**config.mk**
```make
export PLATFORM = sky130hd
export DESIGN_NAME = mrtu_frame_core
export DESIGN_NICKNAME = d
export VERILOG_FILES = /design/src/mrtu_pkg.sv /design/src/mrtu_frame_core.sv
export SDC_FILE = /design/constraint.sdc
export NUM_CORES = 1
export LEC_CHECK = 0
export BUFFER_PORTS_ARGS = -buffer_cell sky130_fd_sc_hd__buf_2
export CORE_UTILIZATION = 40
export CTS_CLUSTER_DIAMETER = 60
export CTS_CLUSTER_SIZE = 20
export DETAILED_ROUTE_END_ITERATION = 10
export SLEW_MARGIN = 20
export SYNTH_ARGS = -nofsm -noshare
export SYNTH_HDL_FRONTEND = slang
export SYNTH_SLANG_ARGS = --single-unit
```
**constraint.sdc**
```tcl
create_clock -name i_clk -period 3.85 [get_ports i_clk]
set_clock_uncertainty 0.2 [all_clocks]
set_input_delay 0.5775 -clock i_clk [delete_from_list [all_inputs] [get_ports i_clk]]
set_output_delay 0.5775 -clock i_clk [all_outputs]
set_load 0.02 [all_outputs]
```
**src/mrtu_pkg.sv**
```systemverilog
package mrtu_pkg;

    // Frame limits and register map
    localparam int unsigned MAX_FRAME_DEF = 256;
    localparam int unsigned APB_ADDR_W    = 2;
    localparam int unsigned APB_DATA_W    = 32;

    localparam logic [APB_ADDR_W-1:0] REG_OWN_ADDRESS = 2'd0;
    localparam logic [7:0]            OWN_ADDR_RST    = 8'h01;

    // CRC-16 (Modbus) constants
    localparam logic [15:0] CRC_INIT  = 16'hFFFF;
    localparam logic [15:0] CRC_POLY  = 16'hA001;
    localparam logic [7:0]  FUNC_JSON = 8'h64;
    localparam logic [7:0]  ADDR_BCAST = 8'h00;

    typedef enum logic [2:0] {
        ST_JSON_OK  = 3'd0,
        ST_OTHER_OK = 3'd1,
        ST_CRC_ERR  = 3'd2,
        ST_NOT_ADDR = 3'd3,
        ST_SHORT    = 3'd4
    } t_status;

    typedef struct packed {
        t_status     status;
        logic [7:0]  function_code;
        logic        is_broadcast;
        logic [15:0] received_crc;
        logic [15:0] computed_crc;
        logic [7:0]  payload_length;
        logic [8:0]  frame_length;
    } t_result;

    // One byte through the reflected CRC, unrolled over eight bit steps
    function automatic logic [15:0] crc_feed(input logic [15:0] crc_in,
                                             input logic [7:0]  data);
        logic [15:0] crc;
        crc = crc_in ^ {8'h00, data};
        for (int k = 0; k < 8; k++) begin
            if (crc[0]) begin
                crc = (crc >> 1) ^ CRC_POLY;
            end else begin
                crc = crc >> 1;
            end
        end
        return crc;
    endfunction

endpackage

```
**src/mrtu_frame_core.sv**
```systemverilog
module mrtu_frame_core #(
    parameter int unsigned MAX_FRAME = mrtu_pkg::MAX_FRAME_DEF
) (
    input  logic                 i_clk,
    input  logic                 i_rst_n,
    input  logic                 i_step,
    input  logic [7:0]           i_rx_byte,
    input  logic                 i_end_of_frame,
    input  logic [7:0]           i_own_address,
    output mrtu_pkg::t_result    o_result
);

    localparam int unsigned CNT_W = $clog2(MAX_FRAME + 1);

    logic [15:0]      r_crc,   n_crc;
    logic [7:0]       r_recent, n_recent;
    logic [7:0]       r_older,  n_older;
    logic [CNT_W-1:0] r_count,  n_count;
    logic [7:0]       r_addr,   n_addr;
    logic [7:0]       r_func,   n_func;

    logic [15:0]      w_crc;
    logic [7:0]       w_recent, w_older, w_addr, w_func;
    logic [CNT_W-1:0] w_count;
    logic [15:0]      w_rcv;
    logic [CNT_W-1:0] w_pay_full;

    // Take the byte into the frame state unless the buffer is full
    always_comb begin
        w_crc    = r_crc;
        w_recent = r_recent;
        w_older  = r_older;
        w_count  = r_count;
        w_addr   = r_addr;
        w_func   = r_func;
        if (32'(r_count) < MAX_FRAME) begin
            if (r_count == CNT_W'(0)) begin
                w_addr = i_rx_byte;
            end else if (r_count == CNT_W'(1)) begin
                w_func = i_rx_byte;
            end
            if (r_count >= CNT_W'(2)) begin
                w_crc = mrtu_pkg::crc_feed(r_crc, r_older);
            end
            w_older  = r_recent;
            w_recent = i_rx_byte;
            w_count  = r_count + CNT_W'(1);
        end
    end

    // Build the frame report from the updated state
    assign w_rcv      = {w_recent, w_older};
    assign w_pay_full = w_count - CNT_W'(4);

    always_comb begin
        o_result = '0;
        if (32'(w_count) < 32'd3) begin
            o_result.status = mrtu_pkg::ST_SHORT;
        end else if ((w_addr != i_own_address) && (w_addr != mrtu_pkg::ADDR_BCAST)) begin
            o_result.status = mrtu_pkg::ST_NOT_ADDR;
        end else if (w_rcv != w_crc) begin
            o_result.status = mrtu_pkg::ST_CRC_ERR;
        end else if (w_func == mrtu_pkg::FUNC_JSON) begin
            o_result.status = mrtu_pkg::ST_JSON_OK;
        end else begin
            o_result.status = mrtu_pkg::ST_OTHER_OK;
        end
        o_result.function_code = w_func;
        o_result.is_broadcast  = (w_addr == mrtu_pkg::ADDR_BCAST);
        o_result.received_crc  = w_rcv;
        o_result.computed_crc  = w_crc;
        if (32'(w_count) <= 32'd4) begin
            o_result.payload_length = 8'd0;
        end else if (32'(w_pay_full) > 32'd255) begin
            o_result.payload_length = 8'd255;
        end else begin
            o_result.payload_length = 8'(w_pay_full);
        end
        if (32'(w_count) > 32'd511) begin
            o_result.frame_length = 9'd511;
        end else begin
            o_result.frame_length = 9'(w_count);
        end
    end

    // Advance on each byte; clear the frame after its last byte
    always_comb begin
        n_crc    = r_crc;
        n_recent = r_recent;
        n_older  = r_older;
        n_count  = r_count;
        n_addr   = r_addr;
        n_func   = r_func;
        if (i_step) begin
            if (i_end_of_frame) begin
                n_crc    = mrtu_pkg::CRC_INIT;
                n_recent = 8'd0;
                n_older  = 8'd0;
                n_count  = '0;
                n_addr   = 8'd0;
                n_func   = 8'd0;
            end else begin
                n_crc    = w_crc;
                n_recent = w_recent;
                n_older  = w_older;
                n_count  = w_count;
                n_addr   = w_addr;
                n_func   = w_func;
            end
        end
    end

    always_ff @(posedge i_clk) begin
        if (!i_rst_n) begin
            r_crc    <= mrtu_pkg::CRC_INIT;
            r_recent <= 8'd0;
            r_older  <= 8'd0;
            r_count  <= '0;
            r_addr   <= 8'd0;
            r_func   <= 8'd0;
        end else begin
            r_crc    <= n_crc;
            r_recent <= n_recent;
            r_older  <= n_older;
            r_count  <= n_count;
            r_addr   <= n_addr;
            r_func   <= n_func;
        end
    end

endmodule

```
Word level (Yosys, flattened, before mapping)
Cells that the tools add are included.
- flip-flop bits (word level): 57
- output and inout port bits: 61
- add/sub/neg operators: 2
- order comparisons: 5
- equal/unequal tests: 4
- multiplexer cells: 44
- bitwise logic cells: 9
- reduce and logical (&&, ||, !) cells: 4
- operators by type and width (kind ; number):
    16-bit two-way mux ; 25
    8-bit two-way mux ; 13
    2-bit NOT with 3-bit output ; 8
    9-bit two-way mux ; 2
    16-bit inequality test ; 1
    16-bit by 8-bit bitwise XOR with 16-bit output ; 1
    9-bit by 1-bit adder with 9-bit output (second input constant) ; 1
    9-bit by 1-bit equality test with 1-bit output (second input constant) ; 1
    9-bit by 2-bit >= comparator with 1-bit output (second input constant) ; 1
    9-bit by 8-bit > comparator with 1-bit output (second input constant) ; 1
    9-bit by 3-bit <= comparator with 1-bit output (second input constant) ; 1
    9-bit zero test ; 1
    9-bit by 2-bit < comparator with 1-bit output (second input constant) ; 1
    9-bit < comparator (second input constant) ; 1
    9-bit by 3-bit subtractor with 9-bit output (second input constant) ; 1
    8-bit by 7-bit equality test with 1-bit output (second input constant) ; 1
    8-bit zero test ; 1
    8-bit inequality test ; 1
    8-bit nonzero test ; 1
    2-bit two-way mux ; 2
    3-bit two-way mux ; 1
    1-bit logical AND ; 1
    1-bit two-way mux ; 1

Logic depth before layout (Yosys ltp)
- depth in word-level cells: 37
- gate-level depth with buffers: 10

Worst setup path after synthesis
No wires, ideal clock.
- path kind: register to output
- from: register r_count[2]
- to: output o_result[58] (netlist bit)
- arrival: 2.840 ns
- data required time: 3.072 ns
- slack: 0.233 ns
- cell stages (with the launch flop): 9
- cells stage by stage: dfxtp_1 nor4_4 a21oi_2 buf_2 mux2i_1 xnor2_1 nand4b_1 or4_1 o31ai_1
- RTL lines (item ; RTL line ; RTL):
    start: declaration ; mrtu_frame_core.sv:18 ; logic [CNT_W-1:0] r_count, n_count;
    start signal: assignment ; mrtu_frame_core.sv:125 ; r_count <= n_count;
    end: declaration ; mrtu_frame_core.sv:10 ; output mrtu_pkg::t_result o_result

==> out/summary.txt <==
CP Buf/Inv Count - 1
area grow syn2layout - 25.2%
core area - 9860 µm²
DR WL/cell - 16.4 µm
clk buf depth - 2
Post-Syn Area - 4100 µm²
fin nets - 624
dpl ws - 203 ps
FF-to-FF Start - r_crc[5]
Post-Syn Nets - 537
maximum fanout along the worst path - 3
GPL Wtd Cong - 0.910
Cells after Synth - 512
async set-reset flop share out of synthesis - 0%
fin crit period - 3800 ps
Worst setup EP type - output port
Rel. slew slack - 39.0%
gr usage total - 23.3%
row count - 36
CTS HTree Levels - 3
die area - 10700 µm²
Tot Pwr - 1420 µW
CTS tree - built
vias in the first global route - 3615
Root Driver - clkbuf_8
clock latency on the worst-skew pair - 340 ps
global-route wire length before repair - 18600 µm
# diodes - 0
grt total ovfl - 0
Static Leak - 0.00224 µW
Worst-Margin Slew - 915 ps
critical path's slowest cell - or4_4
hpwl dp - 8460 µm
synth warn - 0
#FFs+latches synth - 57
cts bufs inserted - 9
status - completed
delay-heaviest family, CP - XOR/XNOR gates
Via density - 5.33
first-pass iteration count of the detailed router - 4
Min-Delay Path Class - flop to flop
Post-synth EDFFs - 0
I/O Buffers - 80
post-synth cell types - 50
Hold Crit Start - r_older[3]
average size of a mapped cell - 8.00 µm²
number of remaining DRC errors - 0
Initial DRC Count - 159
most common cell after layout, fill and taps aside - buf_2
fraction of layout cells with a size suffix above 1 - 27.0%
Peak VDD IR - 0.000124 V
Worst-path clk slew - 70 ps
Worst setup startpoint - r_crc[1]
largest net degree at the start of global routing - 58
Final period util - 98.7%
Hold Vio Cnt, Final - 0
Seq/Total Area, Yosys - 27.9%
Starting Density - 41.5%
most frequent cells in the layout - buf_2 (79), inv_1 (58), dfxtp_1 (51)
initial antenna violation count - 0
final wirelength - 12100 µm
# fillers - 944
max-cap violation count - 0
Die X - 103 µm
Final setup violation count - 0
Critical Path RT - 3070 ps
via count - 3926
Die H - 103 µm
worst-path cell chain - xnor2_2 -> xnor3_1 -> mux2i_2 -> xnor2_1 -> nand4b_1 -> or4_4 -> o31a_1 -> buf_2
post-route cell area - 5130 µm²
IO Count - 81
Max Clk Rate - 263 MHz
crit path kind - flop to output port
Synth Flop Type - dfxtp_1
Startpoint Class - flop
DP Area - 4680 µm²
post-route ant nets - 0
CP max stage delay - 600 ps
crit path DAT - 3020 ps
Final WS setup - 50.3 ps
pwr dens - 278 nW/µm²
Final Max Tran Viols - 0
Core Util, Final - 52.0%
clock sinks - 57
WHS - 339 ps
-- cell type report --
| cell class | instances | area, µm² | area share, % |
|---|---|---|---|
| tap | 133 | 166 | 3.25 |
| multi-input combinational | 369 | 2800 | 54.6 |
| inverter | 58 | 218 | 4.25 |
| clock buffer | 12 | 155 | 3.03 |
| timing repair buffer | 104 | 594 | 11.6 |
| sequential | 57 | 1150 | 22.5 |
| clock inverter | 3 | 40.0 | 0.781 |
-- power by group --
| group | switching, µW | internal (µW) | total (µW) |
|---|---|---|---|
| Sequential | 11.8 | 598 | 610 |
| Clock | 250 | 329 | 579 |
| Combinational | 142 | 91.6 | 234 |
-- metal layers --
layer	global-route usage, %	routed length [µm]
met5	0	0
met4	8.02	221
met3	4.30	730
met2	37.0	5460
met1	31.8	5660
-- repair_timing --
item	CTS	global route
setup buffers	3	4
hold buffers	0	0
endpoints found under the setup margin	2	10
pin swaps	4	6
resized for setup	8	33
-- per-stage QoR --
stage	cells	TNS, ps
after global placement	714	0
after floorplan	512	0
final	736	0
after detailed placement	714	0
after global routing	736	-22.1
after CTS	732	0
-- registers in the layout, summed over array words and instances (netlist names) --
register	cells
r_crc	16
r_func	8
r_count	9
r_recent	8
r_older	8
r_addr	8
-- synth_stat cells, types with 7 or more instances --
master	instances	share of area (%)
mux2_2	11	3.0
nor2b_1	21	3.2
nand3_1	11	1.3
nand4_1	7	1.1
a21oi_1	18	2.2
nand2_1	45	4.1
dfxtp_1	57	28
and2_1	28	4.3
a22oi_1	7	1.3
xor2_1	18	3.8
nor4_1	7	1.1
xnor2_1	37	7.9
inv_1	58	5.3
o22ai_1	41	6.3
nor2_1	15	1.4
nor3_1	13	1.6
clkbuf_1	19	1.7
o21ai_0	11	1.3
mux2i_1	29	7.1
-- worst reg2reg max path: stages (launching register included) --
cell,delay (ps)
dfxtp_1,390
xnor2_2,140
xnor3_1,410
xor3_2,490
buf_4,160
xnor3_1,190
mux2_2,280
o22ai_1,130
nand2_1,70
-- cells by family after synthesis --
| family | Yosys count | share of synthesized area (%) |
|---|---|---|
| mux | 40 | 10.1 |
| xor+xnor | 62 | 15.5 |
| simple gates | 163 | 21.4 |
| flops | 57 | 27.9 |
| compound gates | 99 | 15.5 |
| fa+ha+maj | 5 | 1.53 |
| buf+inv | 86 | 8.06 |
-- path summary, 6_finish.rpt --
path	endpoint	cells past startpoint	slack (ps)
worst max-delay path	o_result[59]	8	50
worst min-delay path	r_older[3]	2	340
worst max register to register	r_crc[0]	8	1250
worst min register to register	r_older[3]	2	340
No activity file was read; power rests on OpenSTA's default activity.
